===== src/rtl/core/mmss_pkg.sv =====
// Package for the minutes:seconds countdown timer.
// Request codes, digit-entry constants and the result record type.
// No dependencies.
`timescale 1ns / 1ps

package mmss_pkg;

  typedef enum logic [1:0] {
    REQ_TICK  = 2'd0,
    REQ_KEY   = 2'd1,
    REQ_CLEAR = 2'd2,
    REQ_NONE  = 2'd3
  } req_t;

  localparam logic [7:0] ASCII_ZERO  = 8'd48;
  localparam logic [7:0] TENS_LIMIT  = 8'd6;
  localparam logic [7:0] UNITS_LIMIT = 8'd10;
  localparam logic [5:0] SEC_MAX     = 6'd59;
  localparam logic [2:0] DIGIT_COUNT = 3'd4;
  localparam logic [2:0] POS_SECONDS = 3'd2;

  localparam int IN_DATA_W  = 16;
  localparam int OUT_DATA_W = 24;

  // Packed from the lowest bit: minutes, seconds, done_res, buzzer_pin,
  // digits_entered, key_accepted.
  typedef struct packed {
    logic       key_accepted;
    logic [2:0] digits_entered;
    logic       buzzer_pin;
    logic       done_res;
    logic [5:0] seconds;
    logic [5:0] minutes;
  } result_t;

  localparam int RESULT_W = $bits(result_t);

endpackage


===== src/rtl/core/mm_ss_countdown_timer.sv =====
// Minutes:seconds countdown timer, top level.
// Uses mmss_pkg for request codes, constants and the result record.
// Timer state, per-item update logic and a two-entry output buffer.
`timescale 1ns / 1ps

// Usage:
//   Input stream (in_*): one item per transfer. in_tuser carries the request
//   kind (tick, key press, clear); in_tdata carries key_code and paused.
//   Output stream (out_*): exactly one result per input item, in order, with
//   the time left, done flag, buzzer pin level, digit count and key status.
//   Each result is registered, in the skid entry while the output register waits.
//   Throughput: one item per cycle while in_tready is high; the state
//   update is a single pass of narrow add/compare logic between the timer
//   registers and the result register.
//   Stall: a result register plus one skid entry; input keeps flowing while
//   one result waits, and in_tready drops only once the skid entry is full.
//   Reset (rst_n low, synchronous): time 0:00, no digits entered, buzzer pin
//   low, buzzer toggle phase high, output buffer empty.
//   Entry: clear, then four key digits (minute tens/units, second tens/units);
//   afterwards each unpaused tick counts down, and at 0:00 toggles the buzzer.
module mm_ss_countdown_timer (
  input  logic                            clk,
  input  logic                            rst_n,
  input  logic                            in_tvalid,
  output logic                            in_tready,
  input  logic [mmss_pkg::IN_DATA_W-1:0]  in_tdata,   // [7:0] key_code, [8] paused
  input  logic [1:0]                      in_tuser,   // [1:0] req_type
  output logic                            out_tvalid,
  input  logic                            out_tready,
  output logic [mmss_pkg::OUT_DATA_W-1:0] out_tdata   // [5:0] minutes, [11:6] seconds,
                                                      // [12] done_res, [13] buzzer_pin,
                                                      // [16:14] digits_entered,
                                                      // [17] key_accepted
);

  logic [5:0] min_r, min_nxt;
  logic [5:0] sec_r, sec_nxt;
  logic [2:0] pos_r, pos_nxt;
  logic       phase_r, phase_nxt;
  logic       buzz_r, buzz_nxt;

  mmss_pkg::result_t res_nxt;
  mmss_pkg::result_t out_data_r, out_data_nxt;
  mmss_pkg::result_t skid_data_r, skid_data_nxt;
  logic out_valid_r, out_valid_nxt;
  logic skid_valid_r, skid_valid_nxt;

  logic       in_fire, out_fire;
  logic [7:0] key;
  logic       paused;
  logic [7:0] digit;
  logic       tens;
  logic       digit_ok;
  logic [5:0] add;
  logic       done;
  logic       accepted;

  assign in_tready  = !skid_valid_r;
  assign in_fire    = in_tvalid && in_tready;
  assign out_fire   = out_valid_r && out_tready;
  assign out_tvalid = out_valid_r;
  assign out_tdata  = {{(mmss_pkg::OUT_DATA_W - mmss_pkg::RESULT_W){1'b0}}, out_data_r};

  assign key    = in_tdata[7:0];
  assign paused = in_tdata[8];
  assign digit  = key - mmss_pkg::ASCII_ZERO;
  assign tens   = !pos_r[0];
  assign digit_ok = (pos_r < mmss_pkg::DIGIT_COUNT) && (key >= mmss_pkg::ASCII_ZERO) &&
                    (digit < (tens ? mmss_pkg::TENS_LIMIT : mmss_pkg::UNITS_LIMIT));
  // tens digit is at most 5, so x10 fits in 6 bits
  assign add = tens ? ({digit[2:0], 3'b000} + {2'b00, digit[2:0], 1'b0}) : digit[5:0];

  always_comb begin
    min_nxt   = min_r;
    sec_nxt   = sec_r;
    pos_nxt   = pos_r;
    phase_nxt = phase_r;
    buzz_nxt  = buzz_r;
    done      = 1'b0;
    accepted  = 1'b0;
    case (mmss_pkg::req_t'(in_tuser))
      mmss_pkg::REQ_TICK: begin
        if (!paused && pos_r >= mmss_pkg::DIGIT_COUNT) begin
          if (min_r == 6'd0 && sec_r == 6'd0) begin
            done      = 1'b1;
            buzz_nxt  = phase_r;
            phase_nxt = !phase_r;
          end else if (sec_r == 6'd0) begin
            min_nxt = min_r - 6'd1;
            sec_nxt = mmss_pkg::SEC_MAX;
          end else begin
            sec_nxt = sec_r - 6'd1;
          end
        end
      end
      mmss_pkg::REQ_KEY: begin
        if (digit_ok) begin
          if (pos_r < mmss_pkg::POS_SECONDS) begin
            min_nxt = min_r + add;
          end else begin
            sec_nxt = sec_r + add;
          end
          pos_nxt  = pos_r + 3'd1;
          accepted = 1'b1;
        end
      end
      mmss_pkg::REQ_CLEAR: begin
        min_nxt  = 6'd0;
        sec_nxt  = 6'd0;
        pos_nxt  = 3'd0;
        buzz_nxt = 1'b0;
      end
      default: begin
      end
    endcase
    res_nxt.minutes        = min_nxt;
    res_nxt.seconds        = sec_nxt;
    res_nxt.done_res       = done;
    res_nxt.buzzer_pin     = buzz_nxt;
    res_nxt.digits_entered = pos_nxt;
    res_nxt.key_accepted   = accepted;
  end

  // Output register with one skid entry
  always_comb begin
    out_valid_nxt  = out_valid_r;
    out_data_nxt   = out_data_r;
    skid_valid_nxt = skid_valid_r;
    skid_data_nxt  = skid_data_r;
    if (out_fire || !out_valid_r) begin
      out_valid_nxt  = skid_valid_r || in_fire;
      out_data_nxt   = skid_valid_r ? skid_data_r : res_nxt;
      skid_valid_nxt = 1'b0;
    end else if (in_fire) begin
      skid_valid_nxt = 1'b1;
      skid_data_nxt  = res_nxt;
    end
  end

  always_ff @(posedge clk) begin
    if (!rst_n) begin
      min_r        <= 6'd0;
      sec_r        <= 6'd0;
      pos_r        <= 3'd0;
      phase_r      <= 1'b1;
      buzz_r       <= 1'b0;
      out_valid_r  <= 1'b0;
      skid_valid_r <= 1'b0;
    end else begin
      if (in_fire) begin
        min_r   <= min_nxt;
        sec_r   <= sec_nxt;
        pos_r   <= pos_nxt;
        phase_r <= phase_nxt;
        buzz_r  <= buzz_nxt;
      end
      out_valid_r  <= out_valid_nxt;
      skid_valid_r <= skid_valid_nxt;
    end
  end

  always_ff @(posedge clk) begin
    out_data_r  <= out_data_nxt;
    skid_data_r <= skid_data_nxt;
  end

  a_skid_needs_main: assert property (@(posedge clk) disable iff (!rst_n)
    skid_valid_r |-> out_valid_r)
    else $error("skid entry full while output register empty");

  a_pos_bound: assert property (@(posedge clk) disable iff (!rst_n)
    pos_r <= mmss_pkg::DIGIT_COUNT)
    else $error("digit position out of range");

  a_fire_gives_result: assert property (@(posedge clk) disable iff (!rst_n)
    in_fire |=> out_valid_r)
    else $error("accepted item produced no result");

  a_key_advances: assert property (@(posedge clk) disable iff (!rst_n)
    (in_fire && accepted) |=> (pos_r == $past(pos_r) + 3'd1))
    else $error("accepted digit did not advance position");

  a_done_at_zero: assert property (@(posedge clk) disable iff (!rst_n)
    (in_fire && done) |=> (min_r == 6'd0 && sec_r == 6'd0 && phase_r != $past(phase_r)))
    else $error("done raised without zero time or phase toggle");

endmodule


===== config.mk =====
export PLATFORM = sky130hd
export DESIGN_NAME = mm_ss_countdown_timer
export DESIGN_NICKNAME = d
export VERILOG_FILES = /design/src/rtl/core/mmss_pkg.sv /design/src/rtl/core/mm_ss_countdown_timer.sv
export SDC_FILE = /design/constraint.sdc
export NUM_CORES = 1
export LEC_CHECK = 0
export BUFFER_PORTS_ARGS = -buffer_cell sky130_fd_sc_hd__buf_2
export CORE_ASPECT_RATIO = 1.4
export CORE_MARGIN = 2
export CORE_UTILIZATION = 47
export CTS_CLUSTER_DIAMETER = 50
export CTS_CLUSTER_SIZE = 24
export DETAILED_ROUTE_END_ITERATION = 12
export GPL_TIMING_DRIVEN = 1
export PLACE_DENSITY = 0.7
export SYNTH_ARGS = -nofsm -noshare
export SYNTH_HDL_FRONTEND = slang
export SYNTH_SLANG_ARGS = --single-unit

===== constraint.sdc =====
create_clock -name clk -period 2.52 [get_ports clk]
set_input_delay 0.252 -clock clk [delete_from_list [all_inputs] [get_ports clk]]
set_output_delay 0.252 -clock clk [all_outputs]
set_load 0.03 [all_outputs]

==> impl_metrics.py, run 1 <==
metrics = {
    "cells_and_area": {
        "drive_above_1_share_pct": 28.6,
        "final_nets": 467,
        "multi_input_area_um2": 2080,
        "area_growth_pct": 18.9,
        "fill_cells": 650,
        "fin_util_pct": 57.8,
        "antenna_cells": 0,
        "area.sequential_um2": 1470,
    },
    "grt": {
        "overflow": 0,
        "grt_pass1_vias": 2693,
        "grt_usage_pct": 20.4,
        "antenna_found_initial": 0,
        "grt_pass1_wl_um": 13100,
        "grt_max_degree": 23,
    },
    "critical_path": {
        "cp.arrival_ns": 2.55,
        "crit_fanout": 8,
        "startpoint_type": "flop",
        "required_ns": 2.59,
        "path_class": "reg -> reg",
        "endpoint_kind": "flop",
    },
    "timing": {
        "period_minus_slack_ns": 2.48,
        "slew_viol_final": 0,
        "setup_viol": 0,
        "fin_ws_ns": 0.0414,
        "tns_ns": 0,
        "timing_hold_violations_final": 0,
        "clock.fmax_mhz": 403,
        "holdWs_ns": 0.266,
        "slew-limit-headroom_pct": 64.2,
        "tightest_slew_ns": 0.536,
        "finalCritPeriodShare_pct": 98.4,
        "fin_skew_ns": 0.00565,
        "rsz0062_at_grt": "yes",
    },
    "die": {
        "fp.coreArea_um2": 7360,
        "top_level_ports": 48,
        "rows": 37,
        "die_width_um": 77.7,
        "die_h_um": 107,
        "initial_core_util_pct": 48.6,
        "die-area_um2": 8330,
    },
    "cts": {
        "cts_setup_buffers": 0,
        "cts.htree.levels": 2,
        "insertion_delay_ns": 0.31,
        "numCtsBuffers": 5,
        "cts_hold_buf": 0,
        "cts_max_path_buffers": 2,
        "cts_sinks": 55,
        "cts_tree": "done",
        "root_buffer": "clkbuf_8",
        "clkTransAtPathRegs_ns": 0.09,
    },
    "yosys": {
        "synth-async-reset-ratio_pct": 0,
        "syn_inst": 353,
        "yosysTopAreaCell": "edfxtp_1",
        "synth_common_cells": "36 x edfxtp_1, 30 x o21ai_0, 24 x ha_1, 23 x nand2_1, 22 x nor2_1",
        "synth-seq-area-share_pct": 40.9,
        "ys_ff_latch": 55,
        "netlist.area_leader.share_pct": 30.2,
        "ys.flop_type": "edfxtp_1",
        "synth_area_leaders": "edfxtp_1 30%, dfxtp_1 11%, ha_1 8.4%",
        "avgSynthCellArea_um2": 10.1,
        "synth_area_um2": 3580,
        "yosysWarningCount": 0,
        "synth_cell_type_count": 67,
        "synth-edff-count": 36,
        "yosysMostFrequentCell": "edfxtp_1",
    },
    "pwr": {
        "power.leakage_nw": 1.80,
        "total_power_mw": 1.94,
        "power_density_nw_per_um2": 455,
        "ir_worst_vdd_mv": 0.334,
    },
    "placement": {
        "hpwlAfterDp_um": 6570,
        "gp_congestion": 0.907,
        "pre_cts_ws_ns": -0.159,
        "port_buffers": 34,
    },
    "routing": {
        "ant_nets": 0,
        "routed_wl_um": 8450,
        "wire_per_inst_um": 16.3,
        "drc_errors": 0,
        "first_pass_iters": 5,
        "routed_via_density": 5.70,
        "vias": 2945,
        "drt_iter0_drc": 145,
    },
    "run": {
        "maxCapViolCount": 0,
    },
    "status": {
        "status": "complete, no violations",
    },
    "worst_hold_path": {
        "hold_class": "in -> reg",
    },
}
-- cell families (layout without fill, tap and decap cells) --
logic type / count (synthesis) / in the layout / share of synthesized area (%)
AOI/OAI and AO/OA: 113 / 113 / 23.3
and+or+nand+nor: 102 / 102 / 15.1
DFF: 55 / 55 / 40.9
buffers and inverters: 32 / 94 / 4.06
adders and majority gates: 26 / 26 / 9.51
muxes: 16 / 16 / 5.04
xor gates and xnor gates: 8 / 8 / 1.96
other: 1 / 6 / 0.105
-- final cells by class --
class	count	share of cell area, %
clock inverters	3	0.353
repair buffers	70	10.4
clock buffers	5	1.62
flip-flops and latches	55	34.5
multi-input cells	271	49.0
inverters	16	1.41
well taps	97	2.85
-- report_power, final --
part	leakage [nW]	total, mW	internal, mW	switching (mW)
combinational	1.23	0.444	0.181	0.263
sequential	0.525	1.02	0.996	0.0253
clock	0.0392	0.471	0.189	0.282
total	1.80	1.94	1.37	0.570
-- cell usage in the layout (no fill, tap or decap), types with 9 or more instances in the layout --
master,Yosys,routed
edfxtp_1,36,36
buf_4,6,36
buf_2,2,34
nand2_1,23,23
o21ai_0,30,23
nor2_1,22,21
ha_1,24,21
dfxtp_1,19,18
inv_1,16,15
a21oi_1,13,12
mux2_2,12,12
nand2b_1,9,9
nand3_1,9,9
-- routing by layer --
layer | vias up | track usage (%) | wire length, um
met4 | 0 | 10.2 | 323
met1 | 1347 | 24.5 | 3520
li1 | 1454 | - | -
met3 | 26 | 2.36 | 402
met5 | - | 0 | 0
met2 | 118 | 35.7 | 4210
-- worst max-delay path, stage by stage, from the launching register on --
cell	delay (ns)
dfxtp_4	0.42
mux2_2	0.40
ha_2	0.22
a211oi_2	0.26
o21ai_1	0.08
nor3b_1	0.16
o31ai_4	0.24
o311ai_2	0.16
mux2_4	0.29
-- what timing repair did --
item                       in CTS  in global routing
hold endpoints to repair        0                  0
resized for setup               3                 21
pin swaps                       1                 12
gates cloned                    0                  0
setup endpoints to repair      16                 10
-- per-stage QoR --
stage,instances,instance area [um^2]
after CTS,517,4180
after detailed placement,509,4090
final,517,4250
after global routing,517,4250
after global placement,509,4090
after floorplan,358,3620
-- state kept, by name (all words and copies together), names as in the netlist --
register	flops
buzz_r	1
min_r	6
out_tdata	18
out_tvalid	1
phase_r	1
pos_r	3
sec_r	6
skid_data_r	18
skid_valid_r	1
-- path summary, 6_finish.rpt --
path                                                   to  cells past startpoint                 startpoint  slack (ns)
worst max-delay path              out_tdata[11]$_DFFE_PP_                      8      pos_r[0]$_SDFFE_PN0P_        0.04
worst min-delay path            skid_valid_r$_SDFFE_PP0P_                      3                  in_tvalid        0.27
worst max register to register    out_tdata[11]$_DFFE_PP_                      8      pos_r[0]$_SDFFE_PN0P_        0.04
worst min register to register    out_tdata[13]$_DFFE_PP_                      2  skid_data_r[13]$_DFFE_PP_        0.53
Power figures use the tool's default switching activity.
==> run 2: changes to the inputs <==
- PLACE_DENSITY: 0.7 -> not set
- PLACE_DENSITY_LB_ADDON: not set -> 0.08
- clock period: 2.52 -> 2.6 ns (I/O delays scaled with it)
==> impl_metrics.py, run 2 (synthesis results as in run 1) <==
metrics = {
    "status": {
        "status": "complete, no violations",
    },
    "cells_and_area": {
        "final_common_cell": "buf_4",
        "final_nets": 468,
        "area_growth_pct": 19.6,
        "antenna_cells": 0,
        "fin_area_um2": 4280,
        "drive_above_1_share_pct": 28.5,
        "final_cell_mix": "37 x buf_4, 36 x edfxtp_1, 34 x buf_2",
    },
    "critical_path": {
        "crit-reg2reg-launch": "pos_r[0]$_SDFFE_PN0P_",
        "crit_fanout": 7,
        "required_ns": 2.66,
        "crit_start": "pos_r[0]$_SDFFE_PN0P_",
        "endpoint_kind": "flop",
        "startpoint_type": "flop",
        "cp.arrival_ns": 2.59,
        "ff2ff_path_depth": 8,
        "path_class": "reg -> reg",
    },
    "placement": {
        "port_buffers": 34,
        "pre_cts_ws_ns": -0.136,
        "hpwlAfterDp_um": 6660,
        "gp_congestion": 0.932,
        "place_area_um2": 4080,
    },
    "timing": {
        "tns_ns": 0,
        "period_minus_slack_ns": 2.53,
        "tightest_slew_ns": 0.547,
        "fin_ws_ns": 0.0678,
        "clock.fmax_mhz": 395,
        "holdWs_ns": 0.277,
        "slew-limit-headroom_pct": 63.5,
        "finalCritPeriodShare_pct": 97.4,
        "timing_hold_violations_final": 0,
        "slew_viol_final": 0,
        "setup_viol": 0,
        "fin_skew_ns": 0.00460,
    },
    "worst_hold_path": {
        "min_from": "in_tvalid",
        "hold_class": "in -> reg",
        "holdPathStages": 3,
    },
    "routing": {
        "ant_nets": 0,
        "routed_via_density": 5.66,
        "wire_per_inst_um": 16.4,
        "routed_wl_um": 8480,
        "drt_iter0_drc": 178,
        "drc_errors": 0,
        "first_pass_iters": 4,
        "vias": 2931,
    },
    "cts": {
        "numCtsBuffers": 5,
        "cts_hold_buf": 0,
        "clkTransAtPathRegs_ns": 0.09,
        "insertion_delay_ns": 0.30,
        "cts_tree": "done",
        "cts_sinks": 55,
        "cts.htree.levels": 2,
        "root_buffer": "clkbuf_8",
        "cts_max_path_buffers": 2,
    },
    "die": {
        "die_width_um": 77.7,
        "rows": 37,
        "fp.coreArea_um2": 7360,
        "initial_core_util_pct": 48.6,
        "die_h_um": 107,
        "die-area_um2": 8330,
        "top_level_ports": 48,
    },
    "grt": {
        "grt_max_degree": 23,
        "antenna_found_initial": 0,
        "grt_usage_pct": 21.1,
        "overflow": 0,
        "grt_pass1_wl_um": 13700,
        "grt_pass1_vias": 2757,
    },
    "pwr": {
        "ir_worst_vdd_mv": 0.227,
        "power_density_nw_per_um2": 460,
        "total_power_mw": 1.97,
        "power.leakage_nw": 1.81,
    },
    "run": {
        "maxCapViolCount": 0,
    },
}
run 2: cell count changes in the layout (fill, tap and decap cells not counted), sizes merged:
cell / before / now
clkinv: 2 / 0
bufinv: 0 / 1
clkbuf: 5 / 6
buf: 70 / 71
run 2: cell type report:
| cell class | count | area [um^2] |
|---|---|---|
| fill | 665 | 3080 |
| multi-input combinational | 271 | 2070 |
| sequential | 55 | 1470 |
| timing repair buffer | 71 | 448 |
| tap | 97 | 121 |
| clock buffer | 6 | 72.6 |
| inverter | 16 | 60.1 |
| clock inverter | 2 | 37.5 |
run 2: layer usage:
metal / vias to the layer above / global-route usage, % / share of wire [%] / wire (um)
met4: 0 / 8.67 / 1.8 / 150
met2: 78 / 37.3 / 52 / 4380
met1: 1396 / 26.2 / 42 / 3590
li1: 1449 / - / - / -
met3: 8 / 2.02 / 4.3 / 368
met5: - / 0 / 0 / 0
run 2: per-stage QoR:
step,std cells,utilization [%]
detailed placement,508,55.4
global route,518,58.1
floorplan,358,-
CTS,516,56.9
finish,518,58.1
global placement,508,55.4
run 2: path summary, 6_finish.rpt:
path,endpoint,slack [ns]
worst max-delay path,out_tdata[11]$_DFFE_PP_,0.07
worst min-delay path,skid_valid_r$_SDFFE_PP0P_,0.28
worst max register to register,out_tdata[11]$_DFFE_PP_,0.07
worst min register to register,buzz_r$_SDFFE_PN0P_,0.53
run 2: what timing repair did:
action	CTS	global route
pin swaps	0	5
gates resized for setup	3	21
buffers inserted	0	2
hold endpoints to repair	0	0
endpoints found under the setup margin	10	11
run 2: power by group:
| group | leakage (nW) | switching (mW) | internal [mW] |
|---|---|---|---|
| Sequential | 0.525 | 0.0205 | 0.965 |
| Clock | 0.0514 | 0.268 | 0.288 |
| Combinational | 1.24 | 0.256 | 0.169 |
| Total | 1.81 | 0.545 | 1.42 |
run 2: critical path, cell delays in order (launching register included):
cell	delay (ns)
dfxtp_4	0.39
buf_4	0.15
ha_1	0.28
a211oi_2	0.26
nor2_4	0.10
o32a_4	0.41
o31ai_4	0.27
o311ai_4	0.16
mux2_4	0.28
==> run 3: changes to the inputs <==
- CTS_BUF_LIST: not set -> sky130_fd_sc_hd__clkbuf_8
==> impl_metrics.py, run 3 (synthesis results as in run 1) <==
metrics = {
    "cts": {
        "cts_tree": "done",
        "cts_max_path_buffers": 2,
        "numCtsBuffers": 5,
        "insertion_delay_ns": 0.30,
        "cts.htree.levels": 2,
        "cts_sinks": 55,
        "root_buffer": "clkbuf_8",
        "clkTransAtPathRegs_ns": 0.09,
        "cts_hold_buf": 0,
    },
    "routing": {
        "routed_via_density": 5.67,
        "wire_per_inst_um": 16.4,
        "drt_iter0_drc": 179,
        "vias": 2938,
        "ant_nets": 0,
        "routed_wl_um": 8490,
        "first_pass_iters": 4,
        "drc_errors": 0,
    },
    "cells_and_area": {
        "final_nets": 468,
        "drive_above_1_share_pct": 28.5,
        "fill_cells": 665,
        "final_common_cell": "buf_4",
        "area_growth_pct": 19.6,
        "fin_area_um2": 4280,
        "final_cell_mix": "37 x buf_4, 36 x edfxtp_1, 34 x buf_2",
        "antenna_cells": 0,
        "finalNonFillerCells": 518,
    },
    "timing": {
        "clock.fmax_mhz": 395,
        "fin_skew_ns": 0.00457,
        "timing_hold_violations_final": 0,
        "holdWs_ns": 0.277,
        "fin_ws_ns": 0.0685,
        "period_minus_slack_ns": 2.53,
        "setup_viol": 0,
        "tightest_slew_ns": 0.547,
        "slew-limit-headroom_pct": 63.5,
        "finalCritPeriodShare_pct": 97.4,
        "tns_ns": 0,
        "slew_viol_final": 0,
    },
    "die": {
        "die_h_um": 107,
        "top_level_ports": 48,
        "die_width_um": 77.7,
        "rows": 37,
        "fp.coreArea_um2": 7360,
        "initial_core_util_pct": 48.6,
        "die-area_um2": 8330,
    },
    "critical_path": {
        "path_class": "reg -> reg",
        "startpoint_type": "flop",
        "required_ns": 2.66,
        "endpoint_kind": "flop",
        "cp.arrival_ns": 2.59,
        "regToRegSetupSlack_ns": 0.07,
        "crit_fanout": 7,
    },
    "placement": {
        "port_buffers": 34,
        "pre_cts_ws_ns": -0.136,
        "place_area_um2": 4080,
        "dp_cells": 508,
        "gp_congestion": 0.932,
        "hpwlAfterDp_um": 6660,
    },
    "grt": {
        "overflow": 0,
        "antenna_found_initial": 0,
        "grt_pass1_vias": 2757,
        "grt_max_degree": 23,
        "grt_pass1_wl_um": 13700,
        "grt_usage_pct": 21.1,
    },
    "status": {
        "status": "complete, no violations",
    },
    "worst_hold_path": {
        "hold_class": "in -> reg",
    },
    "pwr": {
        "ir_worst_vdd_mv": 0.227,
        "power.leakage_nw": 1.82,
        "power_density_nw_per_um2": 459,
    },
    "run": {
        "maxCapViolCount": 0,
    },
}
## run 3: changes by cell type in the layout (fill, tap and decap cells not counted)
cell	previous run	this run
inv_1	15	16
clkbuf_1	1	0
## run 3: final cells by class
class	count	area, um^2	share of cell area [%]
Inverter	16	60.1	1.40
Multi-Input combinational cell	271	2070	48.5
Tap cell	97	121	2.84
Clock buffer	5	68.8	1.61
Sequential cell	55	1470	34.2
Timing Repair Buffer	71	448	10.5
Clock inverter	3	41.3	0.965
## run 3: path summary, 6_finish.rpt
check,from,to,cells after the start
max,pos_r[0]$_SDFFE_PN0P_,out_tdata[11]$_DFFE_PP_,8
min,in_tvalid,skid_valid_r$_SDFFE_PP0P_,3
max reg2reg,pos_r[0]$_SDFFE_PN0P_,out_tdata[11]$_DFFE_PP_,8
min reg2reg,buzz_r$_SDFFE_PN0P_,buzz_r$_SDFFE_PN0P_,2
## run 3: routing by layer
layer | share of wire (%) | routed length (um) | track usage, % | vias up
li1 | - | - | - | 1452
met1 | 43 | 3610 | 26.2 | 1394
met2 | 51 | 4360 | 37.3 | 79
met3 | 3.9 | 335 | 2.02 | 13
met4 | 2.2 | 183 | 8.67 | 0
met5 | 0 | 0 | 0 | -
## run 3: power by group
| group | switching (mW) | internal (mW) |
|---|---|---|
| Combinational | 0.256 | 0.169 |
| Clock | 0.270 | 0.284 |
| Sequential | 0.0205 | 0.965 |
## run 3: timing repair
action	4_1_cts	5_1_grt
setup buffers	0	2
gates resized for setup	3	21
pin swaps	0	5
endpoints found under the hold margin	0	0
gates cloned	0	0
endpoints found under the setup margin	10	11
## run 3: worst max-delay path, stage by stage, from the launching register on
cell      delay, ns
dfxtp_4        0.39
buf_4          0.15
ha_1           0.28
a211oi_2       0.26
nor2_4         0.10
o32a_4         0.41
o31ai_4        0.27
o311ai_4       0.15
mux2_4         0.28
## run 3: stage by stage
| stage | power, mW | util [%] |
|---|---|---|
| after global routing | 2.05 | 58.1 |
| after detailed placement | 1.41 | 55.4 |
| final | 1.96 | 58.1 |
| after floorplan | 1.28 | - |
| after global placement | 1.40 | 55.4 |
| after CTS | 1.96 | 56.9 |
